`src/design/mkd_pkg.sv`:
```
// Package for the Morse key decoder: sizes, reset values, result types and
// the Morse code table. No dependencies.
`timescale 1ns / 1ps
`default_nettype none

package mkd_pkg;

  // Sizes
  localparam int MAX_MARKS   = 5;
  localparam int COUNT_WIDTH = 16;
  localparam int CFG_W       = 16;
  localparam int CNT_W       = $clog2(MAX_MARKS + 1);
  localparam int CMP_W       = (COUNT_WIDTH > CFG_W) ? COUNT_WIDTH : CFG_W;
  localparam int CHAR_W      = 7;
  localparam int IN_TDATA_W  = 8;
  localparam int OUT_TDATA_W = 16;

  // Register indexes and reset values
  localparam logic [0:0] REG_DOT_MAX    = 1'd0;
  localparam logic [0:0] REG_LETTER_GAP = 1'd1;
  localparam logic [CFG_W-1:0] DOT_MAX_RESET    = CFG_W'(250);
  localparam logic [CFG_W-1:0] LETTER_GAP_RESET = CFG_W'(1500);

  localparam logic [COUNT_WIDTH-1:0] COUNT_MAX = '1;
  localparam logic [CHAR_W-1:0] CHAR_SPACE = 7'h20;

  // Code table: length in marks and mark pattern (first mark in bit 0, 1 = dash)
  localparam int TABLE_SIZE = 36;
  localparam int PAT_W      = 5;

  localparam logic [2:0] CODE_LEN [TABLE_SIZE] = '{
    3'd2, 3'd4, 3'd4, 3'd3, 3'd1, 3'd4, 3'd3, 3'd4, 3'd2, 3'd4, 3'd3, 3'd4,
    3'd2, 3'd2, 3'd3, 3'd4, 3'd4, 3'd3, 3'd3, 3'd1, 3'd3, 3'd4, 3'd3, 3'd4,
    3'd4, 3'd4, 3'd5, 3'd5, 3'd5, 3'd5, 3'd5, 3'd5, 3'd5, 3'd5, 3'd5, 3'd5
  };

  localparam logic [PAT_W-1:0] CODE_PAT [TABLE_SIZE] = '{
    5'd2,  5'd1,  5'd5,  5'd1,  5'd0,  5'd4,  5'd3,  5'd0,  5'd0,  5'd14, 5'd5,  5'd2,
    5'd3,  5'd1,  5'd7,  5'd6,  5'd11, 5'd2,  5'd0,  5'd1,  5'd4,  5'd8,  5'd6,  5'd9,
    5'd13, 5'd3,  5'd30, 5'd28, 5'd24, 5'd16, 5'd0,  5'd1,  5'd3,  5'd7,  5'd15, 5'd31
  };

  localparam logic [CHAR_W-1:0] CODE_CHAR [TABLE_SIZE] = '{
    7'h41, 7'h42, 7'h43, 7'h44, 7'h45, 7'h46, 7'h47, 7'h48, 7'h49, 7'h4A, 7'h4B, 7'h4C,
    7'h4D, 7'h4E, 7'h4F, 7'h50, 7'h51, 7'h52, 7'h53, 7'h54, 7'h55, 7'h56, 7'h57, 7'h58,
    7'h59, 7'h5A, 7'h31, 7'h32, 7'h33, 7'h34, 7'h35, 7'h36, 7'h37, 7'h38, 7'h39, 7'h30
  };

  // Held marks handed to the decoder
  typedef struct packed {
    logic [CNT_W-1:0]     count;
    logic [MAX_MARKS-1:0] bits;
  } marks_t;

  // Decoder answer
  typedef struct packed {
    logic              miss;
    logic [CHAR_W-1:0] code;
  } decode_t;

  // One result item, last field in bit 0
  typedef struct packed {
    logic              unmatched;
    logic [CHAR_W-1:0] char_code;
    logic              char_valid;
    logic              mark_is_dash;
    logic              mark_valid;
  } result_t;

  localparam int RES_W = $bits(result_t);

endpackage

`default_nettype wire

```
`src/design/mkd_decode.sv`:
```
// Morse table lookup: held marks to ASCII, with a miss flag.
// Depends on mkd_pkg.
`timescale 1ns / 1ps
`default_nettype none

module mkd_decode (
  input  wire mkd_pkg::marks_t  marks,
  output mkd_pkg::decode_t      result
);

  logic [mkd_pkg::TABLE_SIZE-1:0] hit;
  logic [mkd_pkg::CHAR_W-1:0]     code_or;

  // every entry compared in parallel; at most one can hit
  always_comb begin
    for (int i = 0; i < mkd_pkg::TABLE_SIZE; i++) begin
      hit[i] = (marks.count == mkd_pkg::CNT_W'(mkd_pkg::CODE_LEN[i])) &&
               (marks.bits == mkd_pkg::MAX_MARKS'(mkd_pkg::CODE_PAT[i]));
    end
  end

  always_comb begin
    code_or = '0;
    for (int i = 0; i < mkd_pkg::TABLE_SIZE; i++) begin
      code_or = code_or | (hit[i] ? mkd_pkg::CODE_CHAR[i] : '0);
    end
  end

  assign result.miss = ~(|hit);
  assign result.code = (|hit) ? code_or : mkd_pkg::CHAR_SPACE;

endmodule

`default_nettype wire

```
`src/design/mkd_tracker.sv`:
```
// Key timing state: press and gap counters, held marks, and the per-tick result.
// Depends on mkd_pkg; takes its character from mkd_decode.
`timescale 1ns / 1ps
`default_nettype none

module mkd_tracker (
  input  wire                             clk,
  input  wire                             rst,
  input  wire                             accept,
  input  wire                             key_down,
  input  wire  [mkd_pkg::CFG_W-1:0]       dot_max_ticks,
  input  wire  [mkd_pkg::CFG_W-1:0]       letter_gap_ticks,
  input  wire  mkd_pkg::decode_t          dec,
  output mkd_pkg::marks_t                 marks,
  output mkd_pkg::result_t                result
);

  logic                               key_was_down, key_was_down_next;
  logic [mkd_pkg::COUNT_WIDTH-1:0]    press_ticks, press_ticks_next;
  logic [mkd_pkg::COUNT_WIDTH-1:0]    gap_ticks, gap_ticks_next;
  logic [mkd_pkg::CNT_W-1:0]          mark_count, mark_count_next;
  logic [mkd_pkg::MAX_MARKS-1:0]      mark_bits, mark_bits_next;

  logic [mkd_pkg::CNT_W-1:0]          cnt_upd;
  logic [mkd_pkg::MAX_MARKS-1:0]      bits_upd;
  logic [mkd_pkg::COUNT_WIDTH-1:0]    gap_sat;
  logic                               m_valid, m_dash, do_dec;

  always_comb begin
    key_was_down_next = key_down;
    press_ticks_next  = press_ticks;
    gap_ticks_next    = gap_ticks;
    cnt_upd           = mark_count;
    bits_upd          = mark_bits;
    m_valid           = 1'b0;
    m_dash            = 1'b0;
    do_dec            = 1'b0;
    gap_sat           = (gap_ticks == mkd_pkg::COUNT_MAX) ? gap_ticks
                        : gap_ticks + mkd_pkg::COUNT_WIDTH'(1);

    if (key_down) begin
      if (!key_was_down) begin
        press_ticks_next = mkd_pkg::COUNT_WIDTH'(1);
      end else if (press_ticks != mkd_pkg::COUNT_MAX) begin
        press_ticks_next = press_ticks + mkd_pkg::COUNT_WIDTH'(1);
      end
    end else if (key_was_down) begin
      // release: store the mark, restart the gap
      m_valid  = 1'b1;
      m_dash   = mkd_pkg::CMP_W'(press_ticks) > mkd_pkg::CMP_W'(dot_max_ticks);
      bits_upd[mark_count] = m_dash;
      cnt_upd  = mark_count + mkd_pkg::CNT_W'(1);
      gap_ticks_next = '0;
      do_dec   = (cnt_upd == mkd_pkg::CNT_W'(mkd_pkg::MAX_MARKS));
    end else begin
      gap_ticks_next = gap_sat;
      do_dec = (mark_count != '0) &&
               (mkd_pkg::CMP_W'(gap_sat) > mkd_pkg::CMP_W'(letter_gap_ticks));
    end

    mark_count_next = do_dec ? '0 : cnt_upd;
    mark_bits_next  = do_dec ? '0 : bits_upd;
  end

  assign marks.count = cnt_upd;
  assign marks.bits  = bits_upd;

  assign result.mark_valid   = m_valid;
  assign result.mark_is_dash = m_dash;
  assign result.char_valid   = do_dec;
  assign result.char_code    = do_dec ? dec.code : '0;
  assign result.unmatched    = do_dec & dec.miss;

  always_ff @(posedge clk) begin
    if (rst) begin
      key_was_down <= 1'b0;
      press_ticks  <= '0;
      gap_ticks    <= '0;
      mark_count   <= '0;
      mark_bits    <= '0;
    end else if (accept) begin
      key_was_down <= key_was_down_next;
      press_ticks  <= press_ticks_next;
      gap_ticks    <= gap_ticks_next;
      mark_count   <= mark_count_next;
      mark_bits    <= mark_bits_next;
    end
  end

endmodule

`default_nettype wire

```
`src/design/mkd_out_buf.sv`:
```
// Two-entry result buffer: output register plus skid register.
// Depends on mkd_pkg.
`timescale 1ns / 1ps
`default_nettype none

module mkd_out_buf (
  input  wire                       clk,
  input  wire                       rst,
  input  wire                       push,
  input  wire  mkd_pkg::result_t    push_data,
  output logic                      push_ready,
  output logic                      out_valid,
  input  wire                       out_ready,
  output mkd_pkg::result_t          out_data
);

  logic              main_valid, skid_valid;
  mkd_pkg::result_t  main_data, skid_data;
  logic              pop;

  assign pop        = main_valid & out_ready;
  assign push_ready = ~skid_valid;
  assign out_valid  = main_valid;
  assign out_data   = main_data;

  always_ff @(posedge clk) begin
    if (rst) begin
      main_valid <= 1'b0;
      skid_valid <= 1'b0;
    end else if (pop) begin
      if (skid_valid) begin
        main_valid <= 1'b1;
        skid_valid <= 1'b0;
      end else begin
        main_valid <= push;
      end
    end else if (!main_valid) begin
      main_valid <= push;
    end else if (push) begin
      skid_valid <= 1'b1;
    end
  end

  // payload
  always_ff @(posedge clk) begin
    if (pop) begin
      main_data <= skid_valid ? skid_data : push_data;
    end else if (!main_valid) begin
      main_data <= push_data;
    end else if (push) begin
      skid_data <= push_data;
    end
  end

endmodule

`default_nettype wire

```
`src/design/morse_key_decoder_core.sv`:
```
// Morse key decoder top level: one item per millisecond tick carries the key level.
// Each accepted item's result is registered; it queues behind an unsent earlier result.
// Throughput: one item per cycle, s_tready permitting; parallel 36-entry table decode.
// A two-entry output buffer keeps s_tready high while one result waits.
// Reset (rst, synchronous): counters and held marks cleared, registers to 250/1500.
`timescale 1ns / 1ps
`default_nettype none

module morse_key_decoder_core (
  input  wire                                clk,
  input  wire                                rst,
  // tick items in
  input  wire                                s_tvalid,
  output logic                               s_tready,
  input  wire  [mkd_pkg::IN_TDATA_W-1:0]     s_tdata,   // [0] key_down
  // result items out
  output logic                               m_tvalid,
  input  wire                                m_tready,
  output logic [mkd_pkg::OUT_TDATA_W-1:0]    m_tdata,   // [0] mark_valid, [1] mark_is_dash,
                                                        // [2] char_valid, [9:3] char_code,
                                                        // [10] unmatched
  // configuration writes
  input  wire                                cfg_we,
  input  wire  [0:0]                         cfg_index,
  input  wire  [mkd_pkg::CFG_W-1:0]          cfg_data
);

  logic [mkd_pkg::CFG_W-1:0] dot_max_ticks;
  logic [mkd_pkg::CFG_W-1:0] letter_gap_ticks;

  logic              accept;
  mkd_pkg::marks_t   marks;
  mkd_pkg::decode_t  dec;
  mkd_pkg::result_t  step_res;
  mkd_pkg::result_t  out_res;

  // config registers; both indexes are in use so no write is dropped
  always_ff @(posedge clk) begin
    if (rst) begin
      dot_max_ticks    <= mkd_pkg::DOT_MAX_RESET;
      letter_gap_ticks <= mkd_pkg::LETTER_GAP_RESET;
    end else if (cfg_we) begin
      case (cfg_index)
        mkd_pkg::REG_DOT_MAX:    dot_max_ticks    <= cfg_data;
        mkd_pkg::REG_LETTER_GAP: letter_gap_ticks <= cfg_data;
        default: ;
      endcase
    end
  end

  assign accept = s_tvalid & s_tready;

  // timing state and mark capture; the state only moves on an accepted tick
  mkd_tracker u_tracker (
    .clk              (clk),
    .rst              (rst),
    .accept           (accept),
    .key_down         (s_tdata[0]),
    .dot_max_ticks    (dot_max_ticks),
    .letter_gap_ticks (letter_gap_ticks),
    .dec              (dec),
    .marks            (marks),
    .result           (step_res)
  );

  // table lookup on the marks as they stand after this tick's release
  mkd_decode u_decode (
    .marks  (marks),
    .result (dec)
  );

  // result register with skid slot
  mkd_out_buf u_out_buf (
    .clk        (clk),
    .rst        (rst),
    .push       (accept),
    .push_data  (step_res),
    .push_ready (s_tready),
    .out_valid  (m_tvalid),
    .out_ready  (m_tready),
    .out_data   (out_res)
  );

  assign m_tdata = {{(mkd_pkg::OUT_TDATA_W - mkd_pkg::RES_W){1'b0}}, out_res};

  // Assertions

  // skid slot only fills behind a full output register
  a_skid_behind_main: assert property (@(posedge clk) disable iff (rst)
    !s_tready |-> m_tvalid)
    else $error("skid full while output register empty");

  // a miss always reads as a space
  a_miss_is_space: assert property (@(posedge clk) disable iff (rst)
    (m_tvalid && out_res.unmatched) |-> (out_res.char_valid &&
                                         out_res.char_code == mkd_pkg::CHAR_SPACE))
    else $error("unmatched result without space character");

  // no character fields without a decode
  a_idle_char_zero: assert property (@(posedge clk) disable iff (rst)
    (m_tvalid && !out_res.char_valid) |-> (out_res.char_code == '0))
    else $error("char_code set without char_valid");

  // a dash is only reported with a mark
  a_dash_needs_mark: assert property (@(posedge clk) disable iff (rst)
    (m_tvalid && out_res.mark_is_dash) |-> out_res.mark_valid)
    else $error("mark_is_dash without mark_valid");

endmodule

`default_nettype wire

```
`config.mk`:
```
export PLATFORM = sky130hd
export DESIGN_NAME = morse_key_decoder_core
export DESIGN_NICKNAME = d
export VERILOG_FILES = /design/src/design/mkd_pkg.sv /design/src/design/mkd_decode.sv /design/src/design/mkd_tracker.sv /design/src/design/mkd_out_buf.sv /design/src/design/morse_key_decoder_core.sv
export SDC_FILE = /design/constraint.sdc
export NUM_CORES = 1
export LEC_CHECK = 0
export BUFFER_PORTS_ARGS = -buffer_cell sky130_fd_sc_hd__clkbuf_2
export CAP_MARGIN = 20
export CORE_MARGIN = 2
export CORE_UTILIZATION = 40
export DETAILED_ROUTE_END_ITERATION = 12
export PLACE_DENSITY = 0.62
export RECOVER_POWER = 50
export SYNTH_ARGS = -nofsm -noshare
export SYNTH_HDL_FRONTEND = slang
export SYNTH_SLANG_ARGS = --single-unit
```
`constraint.sdc`:
```
create_clock -name clk -period 4.9 [get_ports clk]
set_input_delay 0.98 -clock clk [delete_from_list [all_inputs] [get_ports clk]]
set_output_delay 0.98 -clock clk [all_outputs]
set_load 0.03 [all_outputs]
```
# Word-level counts from Yosys, hierarchy flattened

Cells that the tools add are included.

Register bits: 97
Input bits: 30
Output and inout port bits: 18
Logic and storage cells: 208

Bitwise gates (word level): 43
Muxes and demuxes: 63
Equality and inequality tests: 28
Reductions and logical operators: 48
$lt $le $gt $ge: 4
Add/sub/neg operators: 3

Operator list:

| cell                    | count |
|---|---|
| $or A7 B7 Y7            | 35 |
| $mux W7                 | 28 |
| $mux W16                | 4 |
| $mux W6                 | 10 |
| $logic_and A1 B1 Y1     | 38 |
| $reduce_or A36 Y1       | 1 |
| $mux W11                | 3 |
| $add A16 B1 Y16 const B | 2 |
| $gt A16 B16 Y1          | 2 |
| $eq A5 B4 Y1 const B    | 6 |
| $eq A5 B5 Y1 const B    | 5 |
| $eq A5 B3 Y1 const B    | 4 |
| $eq A16 B16 Y1 const B  | 1 |
| $ne A16 B16 Y1 const B  | 1 |
| $mux W5                 | 3 |
| $eq A5 B2 Y1 const B    | 2 |
| $mux W1                 | 10 |
| $eq A3 B3 Y1 const B    | 3 |
| $mux W3                 | 3 |
| $reduce_and A2 Y1       | 4 |
| $eq A3 B2 Y1 const B    | 2 |
| $reduce_and A3 Y1       | 2 |
| $bwmux W5               | 1 |
| $eq A5 B1 Y1 const B    | 1 |
| other kinds (11)        | 18 |

# Longest topological paths before layout

Gate-level depths: netlist (run 1).

Depth in word-level cells: 49
Depth in mapped cells: 21
Gate-level depth less buffers: 18

# Modules after synthesis

Synthesis (run 1) repeated with hierarchy kept, for this count alone.

Cells, all modules: 700
Area, all modules: 6195.9 µm²

Modules (own cells, without submodules):

| module                 | instances | area an instance (µm²) | cells an instance | seq. area each (µm²) |
|---|---|---|---|---|
| mkd_tracker            | 1         | 3163.0                 | 408               | 820.8 |
| morse_key_decoder_core | 1         | 1375.1                 | 135               | 640.6 |
| mkd_out_buf            | 1         | 924.6                  | 46                | 700.7 |
| mkd_decode             | 1         | 733.2                  | 111               | 0.0 |

# Least setup slack after synthesis (run 1)

Ideal clock, no wire load.

Kind: reg-to-reg
Start: reg u_tracker.gap_ticks[3] in the netlist's numbering
End: reg u_out_buf.main_data, in the netlist u_out_buf.out_data[2] (data pin)
Stages on the path, launching flop included: 20
Buffers on the path: 3
Setup slack: 0.797 ns
Library setup time: 0.270 ns
Data required time: 4.630 ns
Data arrival time: 3.832 ns
Cell sequence: dfxtp_1 > clkbuf_1 > nand3_1 > nor2_1 > nand4_1 > nor2_1 > nand2_1 > nand2b_1 > clkbuf_1 > xnor2_1 > ha_1 > a21o_1 > a211o_1 > a21oi_1 > o21ai_0 > a21oi_1 > nor3b_1 > a31oi_1 > clkbuf_1 > a21oi_1

Longest elaborated chain between the ends: 8
Elaborated cells on any way between the ends: 10

RTL lines:

| item                                                     | line                                 | source |
|---|---|---|
| start, declared                                          | mkd_tracker.sv:20                    | `logic [mkd_pkg::COUNT_WIDTH-1:0] gap_ticks, gap_ticks_next;` |
| start signal, assigned                                   | mkd_tracker.sv:84                    | `gap_ticks <= gap_ticks_next;` |
| $add A16 B1 Y16 / $eq A16 B16 Y1 (equally long branches) | mkd_tracker.sv:39, mkd_tracker.sv:38 |  |
| $mux W16 (*)                                             | mkd_tracker.sv:38                    | `gap_sat = (gap_ticks == mkd_pkg::COUNT_MAX) ? gap_ticks` |
| $gt A16 B16 Y1 (*)                                       | mkd_tracker.sv:58                    | `(mkd_pkg::CMP_W'(gap_sat) > mkd_pkg::CMP_W'(letter_gap_ticks));` |
| $logic_and A1 B1 Y1 (*)                                  | mkd_tracker.sv:57                    | `do_dec = (mark_count != '0) &&` |
| $mux W1 (*)                                              | mkd_tracker.sv:47                    | `end else if (key_was_down) begin` |
| $mux W1 (*)                                              | mkd_tracker.sv:41                    | `if (key_down) begin` |
| $mux W11, on equally long branches                       | mkd_out_buf.sv:48, mkd_out_buf.sv:47 |  |
| $mux W11 (*)                                             | mkd_out_buf.sv:46                    | `if (pop) begin` |
| end signal, assigned                                     | mkd_out_buf.sv:47                    | `main_data <= skid_valid ? skid_data : push_data;` |
| end signal, assigned                                     | mkd_out_buf.sv:49                    | `main_data <= push_data;` |
| end, declared                                            | mkd_out_buf.sv:18                    | `mkd_pkg::result_t main_data, skid_data;` |

Every way passes the cells marked *; elsewhere a longest branch is shown, timed or not. The select of a mux whose other input is x is not followed.
A chain may end at the register's enable or synchronous reset.

==> results of run 1 <==
## final cells by class
type,count,share of cell area [%]
clock buffer,11,4.20
sequential,97,33.0
clock inverter,5,0.591
inverter,44,2.52
timing repair buffer,47,3.57
multi-input combinational,568,52.7
tap,184,3.51
## cells in the mapped netlist (3+ instances only)
cell type | n | area [µm²]
o22ai_1 | 5 | 31.3
a21oi_1 | 67 | 335
ha_1 | 36 | 450
and2_1 | 3 | 18.8
edfxtp_1 | 22 | 661
a21o_1 | 6 | 45.0
a211oi_1 | 4 | 30.0
nand2_1 | 102 | 383
nand3b_1 | 7 | 52.6
and3_1 | 8 | 50.1
o211ai_1 | 4 | 30.0
a31oi_1 | 6 | 37.5
a211o_1 | 7 | 61.3
nor2_1 | 86 | 323
or4_1 | 7 | 52.6
nor3_1 | 21 | 105
buf_4 | 5 | 37.5
a22oi_1 | 12 | 90.1
nand3_1 | 26 | 130
o21ai_0 | 29 | 145
buf_2 | 3 | 15.0
xor2_1 | 9 | 78.8
or3_1 | 12 | 75.1
clkbuf_1 | 27 | 101
nor2b_1 | 4 | 25.0
buf_1 | 3 | 11.3
inv_1 | 43 | 161
a22o_1 | 6 | 52.6
mux2_2 | 3 | 33.8
dfxtp_1 | 75 | 1500
xnor2_1 | 9 | 78.8
mux2i_1 | 3 | 30.0
nand2b_1 | 9 | 56.3
o41a_1 | 3 | 33.8
nand4_1 | 21 | 131
nor4_1 | 6 | 37.5
## power by group
group | internal, W | switching [W]
Sequential | 0.000840 | 0.0000128
Clock | 0.000411 | 0.000329
Combinational | 0.0000489 | 0.000109
Total | 0.00130 | 0.000451
## metrics by stage
step	cell area (µm²)	hold slack [ns]	power, W
global route	6560	0.476	0.00182
CTS	6580	0.458	0.00177
finish	6560	0.452	0.00175
global placement	6270	0.442	0.00103
detailed placement	6270	0.447	0.00103
floorplan	5950	0.432	0.000983
## registers in the layout (all words and copies together), names as in the netlist
name,flops
u_tracker.key_was_down,1
letter_gap_ticks,16
u_out_buf.out_data,11
u_out_buf.skid_data,11
u_tracker.mark_count,3
u_tracker.mark_bits,5
u_tracker.gap_ticks,16
dot_max_ticks,16
u_tracker.press_ticks,16
u_out_buf.out_valid,1
u_out_buf.skid_valid,1
## layer usage
| metal | track usage, % | routed length [µm] |
|---|---|---|
| met3 | 2.68 | 538 |
| met1 | 24.0 | 6800 |
| met2 | 32.5 | 7340 |
| met4 | 8.66 | 356 |
| met5 | 0 | 0 |
## logic make-up after synthesis
| kind of cell | after synthesis |
|---|---|
| and+or+nand+nor | 323 |
| AOI/OAI and AO/OA | 179 |
| other | 1 |
| buffers and inverters | 83 |
| xor gates and xnor gates | 18 |
| muxes | 7 |
| DFF | 97 |
| adders and majority gates | 36 |
## worst max-delay path by stage
stage | end | slack [ns]
final | u_out_buf.out_data[8]$_DFFE_PP_ | 0.34
after global placement | u_out_buf.out_data[8]$_DFFE_PP_ | 0.51
after CTS | u_out_buf.out_data[8]$_DFFE_PP_ | 0.37
after floorplan | u_out_buf.out_data[2]$_DFFE_PP_ | 0.80
after detailed placement | u_out_buf.out_data[8]$_DFFE_PP_ | 0.42
after global routing | u_out_buf.out_data[8]$_DFFE_PP_ | 0.01
## worst reg2reg max path: stages, from the launching register on
cell and delay, ns:
dfxtp_1 0.49, nand3_1 0.18, nor2_1 0.20, nand4_1 0.23, nor2_1 0.27, nand2_1 0.28, nand3_1 0.28, o21a_1 0.20
ha_1 0.25, a21o_1 0.17, a21o_1 0.18, a211o_1 0.28, a21oi_1 0.13, o21ai_0 0.09, a21oi_1 0.18, nor3b_1 0.11
a31oi_1 0.16, buf_4 0.24, nor4_4 0.09, mux2_1 0.31
==> results.ini, run 1 <==
[finish]
areaGrowthSynthToFinish_pct = 10.5
stdcell_count = 956
nets = 833
num_antenna_cells = 0
seq_area_um2 = 2160
fill_cells = 1481
drive_above_1_share_pct = 7.64
most-common-layout-cells = 102 x nand2_1, 86 x nor2_1, 75 x dfxtp_1
final_common_cell = nand2_1
multi_input_area_um2 = 3450
finish.utilization_pct = 45.1

[setup_path]
crit-reg2reg-launch = u_tracker.gap_ticks[3]$_SDFFE_PP0P_
startpoint = u_tracker.gap_ticks[3]$_SDFFE_PP0P_
slowest_delay_ns = 0.49
slowest_stage = dfxtp_1
crit_arrival_ns = 4.66
worst-path-buf-inv = 1
crit_fanout = 16
ff2ff_setup_slack_ns = 0.34
critPathRequiredTime_ns = 5.00
path_depth = 19
path_delay_family = simple AND/OR/NAND/NOR gates
start_kind = flop
r2r-end = u_out_buf.out_data[8]$_DFFE_PP_
path_cells = nand3_1 -> nor2_1 -> nand4_1 -> nor2_1 -> nand2_1 -> nand3_1 -> o21a_1 -> ha_1 -> a21o_1 -> a21o_1 -> a211o_1 -> a21oi_1 -> o21ai_0 -> a21oi_1 -> nor3b_1 -> a31oi_1 -> buf_4 -> nor4_4 -> mux2_1
path_class = flop to flop
ff2ff_path_depth = 19
cp-end-kind = flop

[clock_network]
clk-insertion-delay-late_ns = 0.36
cts_buffers = 9
clk_pin_slew_worst_paths_ns = 0.07
cts_sinks = 97
ctsHoldBuffers = 0
cts_root_buffer = clkbuf_16
cts_tree = built
htreeDepth = 3
cts_buffer_depth = 2
post_cts_buffers = 0
ctsResizeCount = 0

[global_route]
grt_pass1_vias = 5154
grt_max_degree = 37
antenna_found_initial = 0
grt_util_all_layers_pct = 19.0
globalRouteOverflowTotal = 0
grt_pass1_wl_mm = 24.8

[timing]
finalClockSkew_ns = 0.0123
hold_violations = 0
rsz0062_at_grt = no
finalSetupViolCount = 0
tightest_slew_ns = 1.39
finalSetupTns_ns = 0
layout_setup_ws_ns = 0.339
period_share_pct = 93.1
finalMaxSlewViolations = 0
fmax_mhz = 219
period_needed_ns = 4.56
max_slew_margin_pct = 7.16

[power]
leakagePower_nw = 2.61
ir_drop_mv = 0.214
power_density_nw_per_um2 = 267

[hold_path]
hp-class = flop to flop
worstHoldStart = u_tracker.mark_bits[0]$_SDFFE_PP0P_
min_to = u_tracker.mark_bits[0]$_SDFFE_PP0P_
holdPathStages = 2

[logic_synthesis]
synth-async-reset-ratio_pct = 0
synth_xor_area_share_pct = 2.66
synth-warning-count = 0
synth_top_family_by_area = simple AND/OR/NAND/NOR gates
syn_avg_cell_area_um2 = 7.97
synth_cell_type_count = 70
synth_fa_ha_area_share_pct = 7.59
synth_area_um2 = 5930
synth.area.mux_share_pct = 1.27
synth-compound-area-share_pct = 20.1
ys_seq_area_share_pct = 36.4
synth-edff-count = 22
ys_seq_elements = 97
synth-main-ff-cell = dfxtp_1
syn_inst = 744
synth-simple-area-share_pct = 26.1

[run_status]
status = finished clean

[placed_design]
dp_cells = 939
io_buffers = 35
post-dp-hpwl_mm = 11.3
pre_cts_slack_ns = 0.420
routabilityCongestion = 0.886

[detailed_routing]
drc = 0
drt_iter0_drc = 365
drt-pass1-iter-count = 7
num_vias = 5481
wl_per_cell_um = 15.7
ant_nets = 0
post_drt_via_cell_ratio = 5.73
wl_mm = 15.0

[floorplan]
fp.coreArea_um2 = 14500
die_width_um = 126
die_y_um = 126
io_pins = 48
start_util_pct = 40.8
die_area_um2 = 15800
num_rows = 44

[run]
drv_cap = 0

Note: power is estimated with default switching activity, not from simulation.
==> inputs of run 2 (changes only) <==
--- a/config.mk
+++ b/config.mk
@@ -9,6 +9,7 @@
 export CAP_MARGIN = 20
 export CORE_MARGIN = 2
 export CORE_UTILIZATION = 40
+export CTS_BUF_LIST = sky130_fd_sc_hd__clkbuf_4
 export DETAILED_ROUTE_END_ITERATION = 12
 export PLACE_DENSITY = 0.62
 export RECOVER_POWER = 50
==> run 2 against run 1 <==
Non-clock buffer count stayed put. Combinational power hardly changed. Critical path depth stayed put. Via count is 0.29% lower. Sequential power hardly changed. Die area stayed put. Clock-buffer cell count is 2 lower. Cell count stayed put. Clock power is 31% lower. Critical path type unchanged. Highest routed layer unchanged.
==> results.ini, run 2 (synthesis gave the netlist of run 1 again) <==
[timing]
hold_ws_ns = 0.463  ; +0.0113 ns
finalSetupTns_ns = 0  ; unchanged
tightest_slew_ns = 1.39  ; -0.00312 ns
period_needed_ns = 4.54  ; -0.0193 ns
period_share_pct = 92.7  ; -0.39 points
hold_violations = 0  ; unchanged
finalClockSkew_ns = 0.0287  ; +0.0164 ns
finalMaxSlewViolations = 0  ; unchanged
rsz0062_at_grt = no
finalSetupViolCount = 0  ; unchanged
max_slew_margin_pct = 7.37  ; +0.21 points
fmax_mhz = 220  ; +0.42%

[setup_path]
crit_end = u_out_buf.out_data[8]$_DFFE_PP_
ff2ff_path_depth = 19  ; unchanged
slowest_stage = dfxtp_1
slowest_delay_ns = 0.52  ; +0.03 ns
path_depth = 19  ; unchanged
crit_arrival_ns = 4.79  ; +0.13 ns
worst-path-buf-inv = 1  ; unchanged
cp-end-kind = flop
crit-reg2reg-launch = u_tracker.gap_ticks[3]$_SDFFE_PP0P_
path_cells = nand3_1 -> nor2_1 -> nand4_1 -> nor2_1 -> nand2_1 -> nand3_1 -> o21a_1 -> ha_1 -> a21o_1 -> a21o_1 -> a211o_1 -> a21oi_1 -> o21ai_0 -> a21oi_1 -> nor3b_1 -> a31oi_1 -> buf_4 -> nor4_4 -> mux2_1
critPathRequiredTime_ns = 5.14  ; +0.14 ns
startpoint = u_tracker.gap_ticks[3]$_SDFFE_PP0P_
path_class = flop to flop
r2r-end = u_out_buf.out_data[8]$_DFFE_PP_
crit_fanout = 16  ; unchanged
ff2ff_setup_slack_ns = 0.36  ; +0.02 ns
start_kind = flop
path_delay_family = simple AND/OR/NAND/NOR gates

[global_route]
grt_pass1_vias = 5161  ; +0.14%
globalRouteOverflowTotal = 0  ; unchanged
grt_util_all_layers_pct = 19.0  ; -0.090 points
antenna_found_initial = 0  ; unchanged
grt_max_degree = 37  ; unchanged
grt_pass1_wl_mm = 24.7  ; -0.39%

[run_status]
status = finished clean

[placed_design]
routabilityCongestion = 0.886  ; unchanged
io_buffers = 35  ; unchanged
post-dp-hpwl_mm = 11.3  ; unchanged

[power]
ir_drop_mv = 0.129  ; -40%
p_sw_w = 0.000419  ; -7.2%
combPwrFrac_pct = 10.4  ; +1.4 points
power_density_nw_per_um2 = 237  ; -11%
power.internal_w = 0.00110  ; -15%
power_frac_seq_pct = 56.2  ; +7.5 points
power_frac_clock_pct = 33.5  ; -8.8 points
leakagePower_nw = 2.54  ; -2.4%
p_sw_share_pct = 27.6  ; +1.8 points

[floorplan]
die_width_um = 126  ; unchanged
num_rows = 44  ; unchanged
start_util_pct = 40.8  ; unchanged
die_y_um = 126  ; unchanged
io_pins = 48  ; unchanged
die_area_um2 = 15800  ; unchanged
fp.coreArea_um2 = 14500  ; unchanged

[detailed_routing]
drt-pass1-iter-count = 7  ; unchanged
wl_met3_um = 631  ; +17%
drc = 0  ; unchanged
num_vias = 5465  ; -0.29%
dr_wl_met2_mm = 7.10  ; -3.2%
wl_per_cell_um = 15.5  ; -1.2%
wl_mm = 14.9  ; -1.2%
drt_iter0_drc = 346  ; -5.2%
highest_layer = met4
ant_nets = 0  ; unchanged
post_drt_via_cell_ratio = 5.72  ; -0.29%
met1_length_mm = 6.70  ; -1.4%

[finish]
drive_above_1_share_pct = 7.77  ; +0.13 points
most-common-layout-cells = 102 x nand2_1, 86 x nor2_1, 75 x dfxtp_1
nets = 833  ; unchanged
areaGrowthSynthToFinish_pct = 8.08
finish.utilization_pct = 44.1  ; -1.0 points
final_common_cell = nand2_1
num_antenna_cells = 0  ; unchanged

[clock_network]
ctsHoldBuffers = 0  ; unchanged
cts_sinks = 97  ; unchanged
htreeDepth = 3  ; unchanged
cts_buffer_depth = 2  ; unchanged
clk-insertion-delay-late_ns = 0.49  ; +0.13 ns
clk_pin_slew_worst_paths_ns = 0.16  ; +0.09 ns
cts_tree = built
cts_root_buffer = clkbuf_4
cts_buffers = 9  ; unchanged

[hold_path]
hp-class = flop to flop

[run]
drv_cap = 0  ; unchanged

[run 2: final cells by class]
| cell class | instances | area, µm² |
|---|---|---|
| clock buffer | 9 | 67.6 |
| clock inverter | 7 | 98.8 |
| fill | 1504 | 8120 |
| inverter | 44 | 165 |
| multi-input combinational | 568 | 3450 |
| sequential | 97 | 2160 |
| tap | 184 | 230 |
| timing repair buffer | 47 | 235 |
[run 2: power by group through the flow]
stage	clock, W	combinational [W]	sequential [W]
3_3_place_gp	0	0.000157	0.000870
3_5_place_dp	0	0.000159	0.000871
4_1_cts	0.000520	0.000160	0.000854
6_report	0.000509	0.000157	0.000853
5_1_grt	0.000553	0.000177	0.000857
2_1_floorplan	0	0.000104	0.000879
[run 2: how the worst min path moves through the flow]
stage	to	depth (start not counted)	slack, ns	from
6_report	u_tracker.mark_bits[0]$_SDFFE_PP0P_	2	0.46	u_tracker.mark_bits[0]$_SDFFE_PP0P_
5_1_grt	letter_gap_ticks[15]$_SDFFE_PP0P_	2	0.49	letter_gap_ticks[15]$_SDFFE_PP0P_
4_1_cts	u_tracker.mark_bits[0]$_SDFFE_PP0P_	2	0.47	u_tracker.mark_bits[0]$_SDFFE_PP0P_
3_5_place_dp	u_tracker.mark_bits[0]$_SDFFE_PP0P_	2	0.45	u_tracker.mark_bits[0]$_SDFFE_PP0P_
3_3_place_gp	u_tracker.mark_bits[0]$_SDFFE_PP0P_	2	0.44	u_tracker.mark_bits[0]$_SDFFE_PP0P_
2_1_floorplan	u_tracker.mark_bits[0]$_SDFFE_PP0P_	2	0.43	u_tracker.mark_bits[0]$_SDFFE_PP0P_
[run 2: worst register-to-register path: stages, from the launching register on]
cell and delay, ns:
dfxtp_1 0.52, nand3_1 0.18, nor2_1 0.20, nand4_1 0.21, nor2_1 0.26, nand2_1 0.27
nand3_1 0.27, o21a_1 0.20, ha_1 0.25, a21o_1 0.17, a21o_1 0.18, a211o_1 0.29
a21oi_1 0.13, o21ai_0 0.09, a21oi_1 0.18, nor3b_1 0.11, a31oi_1 0.17, buf_4 0.25
nor4_4 0.09, mux2_1 0.30
[run 2: per-layer routing]
metal  global-route usage (%)  vias to the layer above
li1                         -                     2714
met1                     23.9                     2568
met2                     32.2                      152
met3                     2.63                       31
met4                     8.66                        0
met5                        0                        -
[run 2: through the flow]
step	instance area, µm²	total power (W)	worst slack [ns]	instances
floorplan	5950	0.000983	0.797	748
global placement	6270	0.00103	0.508	939
detailed placement	6270	0.00103	0.420	939
CTS	6430	0.00153	0.360	955
global route	6410	0.00159	0.0278	956
finish	6410	0.00152	0.359	956
[run 2: repair_timing]
| action | CTS | global route |
|---|---|---|
| endpoints found under the hold margin | 0 | 0 |
| buffers inserted | 0 | 0 |
| resized for setup | 0 | 1 |
| endpoints found under the setup margin | 0 | 3 |
==> inputs of run 3 (changes only) <==
--- a/config.mk
+++ b/config.mk
@@ -11,7 +11,7 @@
 export CORE_UTILIZATION = 40
 export CTS_BUF_LIST = sky130_fd_sc_hd__clkbuf_4
 export DETAILED_ROUTE_END_ITERATION = 12
-export PLACE_DENSITY = 0.62
+export PLACE_DENSITY = 0.64
 export RECOVER_POWER = 50
 export SYNTH_ARGS = -nofsm -noshare
 export SYNTH_HDL_FRONTEND = slang
==> constraint.sdc (replaced) <==
create_clock -name clk -period 4.1 [get_ports clk]
set_input_delay 0.82 -clock clk [delete_from_list [all_inputs] [get_ports clk]]
set_output_delay 0.82 -clock clk [all_outputs]
set_load 0.03 [all_outputs]
==> run 3 against run 2 <==
The run now ends with max-capacitance violations, max-slew violations left. Clock-buffer cell count up 1. First-iteration DRC count up 29%. Wire length down 3.1%. Total power up 11%. Sequential share of layout area down 0.72 points. Clock power down 5.1%. Clock skew down 0.0059 ns. Sequential power up 20%. Largest cell class unchanged. Highest routed layer unchanged.
==> results.ini, run 3 (synthesis gave the netlist of run 1 again) <==
[setup_path]
cp-end-kind = flop
ff2ff_path_depth = 12  ; -7
path_delay_family = compound AO/OA/AOI/OAI gates
crit_arrival_ns = 4.18  ; -0.61 ns
r2r-end = u_out_buf.out_data[8]$_DFFE_PP_
ff2ff_setup_slack_ns = 0.15  ; -0.21 ns
path_cells = inv_1 -> ha_1 -> nand4_2 -> or2_0 -> a2111o_1 -> and3_4 -> o31a_1 -> nor3_1 -> nor2_1 -> o31ai_1 -> nor4_4 -> mux2_1
crit-reg2reg-launch = dot_max_ticks[14]$_SDFFE_PP0P_
critPathRequiredTime_ns = 4.33  ; -0.81 ns
worst-path-buf-inv = 1  ; unchanged
path_depth = 12  ; -7
path_class = flop to flop
start_kind = flop
startpoint = dot_max_ticks[14]$_SDFFE_PP0P_
crit_fanout = 11  ; -5
slowest_delay_ns = 0.54  ; +0.02 ns
crit_end = u_out_buf.out_data[8]$_DFFE_PP_
slowest_stage = o31ai_1

[finish]
areaGrowthSynthToFinish_pct = 10.6
final_common_cell = nand2_1
drive_above_1_share_pct = 10.7  ; +3.0 points
most-common-layout-cells = 101 x nand2_1, 84 x nor2_1, 74 x dfxtp_1
nets = 854  ; +2.5%
final_cell_area_um2 = 6560  ; +2.4%

[timing]
finalSetupTns_ns = 0  ; unchanged
finalClockSkew_ns = 0.0228  ; -0.00585 ns
max_slew_margin_pct = -10.7  ; -18 points
fmax_mhz = 253  ; +15%
hold_violations = 0  ; unchanged
period_share_pct = 96.3  ; +3.7 points
period_needed_ns = 3.95  ; -0.591 ns
tightest_slew_ns = 1.66  ; +0.272 ns
finalSetupViolCount = 0  ; unchanged
hold_ws_ns = 0.467  ; +0.00385 ns
finalMaxSlewViolations = 40  ; +40

[power]
leakagePower_nw = 2.65  ; +4.3%
power_density_nw_per_um2 = 258  ; +8.7%
ir_drop_mv = 0.126  ; -2.2%
power_w = 0.00169  ; +11%

[placed_design]
routabilityCongestion = 0.918  ; +3.6%
placed_area_um2 = 6400  ; +2.2%
post-dp-hpwl_mm = 10.6  ; -6.6%
io_buffers = 35  ; unchanged

[detailed_routing]
drt-pass1-iter-count = 5  ; -2
post_drt_via_cell_ratio = 5.46  ; -4.5%
drc = 0  ; unchanged
drt_iter0_drc = 448  ; +29%
num_vias = 5335  ; -2.4%
ant_nets = 0  ; unchanged
wl_mm = 14.4  ; -3.1%
wl_per_cell_um = 14.7  ; -5.2%

[global_route]
antenna_found_initial = 1  ; +1
globalRouteOverflowTotal = 0  ; unchanged
grt_util_all_layers_pct = 18.0  ; -0.98 points
grt_pass1_wl_mm = 23.6  ; -4.4%
grt_pass1_vias = 4755  ; -7.9%
grt_max_degree = 40  ; +8.1%

[floorplan]
die_y_um = 126  ; unchanged
fp.coreArea_um2 = 14500  ; unchanged
start_util_pct = 40.8  ; unchanged
die_width_um = 126  ; unchanged
io_pins = 48  ; unchanged
num_rows = 44  ; unchanged
die_area_um2 = 15800  ; unchanged

[clock_network]
clk_pin_slew_worst_paths_ns = 0.16  ; about the same
ctsHoldBuffers = 0  ; unchanged
cts_buffers = 9  ; unchanged
htreeDepth = 3  ; unchanged
cts_sinks = 97  ; unchanged
cts_buffer_depth = 2  ; unchanged
cts_tree = built
cts_root_buffer = clkbuf_4
clk-insertion-delay-late_ns = 0.48  ; about the same

[run]
drv_cap = 1  ; +1

[run_status]
violations = max-capacitance violations, max-slew violations
status = finished with violations

[hold_path]
hp-class = flop to flop

==> run 3: cell count changes in the layout (fill, tap and decap cells not counted), sizes merged <==
cell,change
buf,+20
bufinv,-2
clkbuf,+2
clkinv,+1
diode,+1
inv,-1
==> run 3: layout make-up <==
cell class                 instances  area [µm²]
inverter                          44         165
clock inverter                     5        41.3
tap                              184         230
fill                            1526        7970
clock buffer                      10        75.1
antenna                            1        2.50
timing repair buffer              68         402
sequential                        97        2170
multi-input combinational        568        3480
==> run 3: power by group <==
part           switching, W  total [W]  internal (W)
registers         0.0000143    0.00102       0.00100
clock network      0.000348   0.000483      0.000135
logic              0.000130   0.000189     0.0000590
==> run 3: routing by layer <==
metal | share of wire (%) | global-route usage (%) | vias up | wire length (µm)
met5 | 0 | 0 | - | 0
li1 | - | - | 2753 | -
met3 | 5.2 | 2.80 | 14 | 747
met1 | 49 | 25.8 | 2419 | 7080
met4 | 1.3 | 5.37 | 0 | 180
met2 | 44 | 28.0 | 149 | 6390
==> run 3: tightest hold or removal path, cell delays in order (launching register included) <==
cell and delay, ns:
dfxtp_1 0.34, nand2_1 0.05, a21oi_1 0.05
==> run 3: timing repair <==
item                                    in CTS  in global routing
resized for setup                            2                  7
setup buffers                                0                  5
pin swaps                                    0                  4
endpoints found under the setup margin       1                 25
==> run 3: worst min path at each step <==
stage	startpoint	to	cells past startpoint
floorplan	u_tracker.mark_bits[0]$_SDFFE_PP0P_	u_tracker.mark_bits[0]$_SDFFE_PP0P_	2
global placement	u_tracker.mark_bits[0]$_SDFFE_PP0P_	u_tracker.mark_bits[0]$_SDFFE_PP0P_	2
detailed placement	letter_gap_ticks[5]$_SDFFE_PP0P_	letter_gap_ticks[5]$_SDFFE_PP0P_	2
CTS	letter_gap_ticks[5]$_SDFFE_PP0P_	letter_gap_ticks[5]$_SDFFE_PP0P_	2
global route	dot_max_ticks[9]$_SDFFE_PP0P_	dot_max_ticks[9]$_SDFFE_PP0P_	2
finish	letter_gap_ticks[5]$_SDFFE_PP0P_	letter_gap_ticks[5]$_SDFFE_PP0P_	2
==> run 3: metrics by stage <==
step	worst slack [ns]	cells	utilization [%]
2_1_floorplan	0.122	748	-
3_3_place_gp	0.0963	955	44.1
3_5_place_dp	0.0753	955	44.1
4_1_cts	0.0547	970	44.9
5_1_grt	-0.0131	977	45.2
6_report	0.150	977	45.2
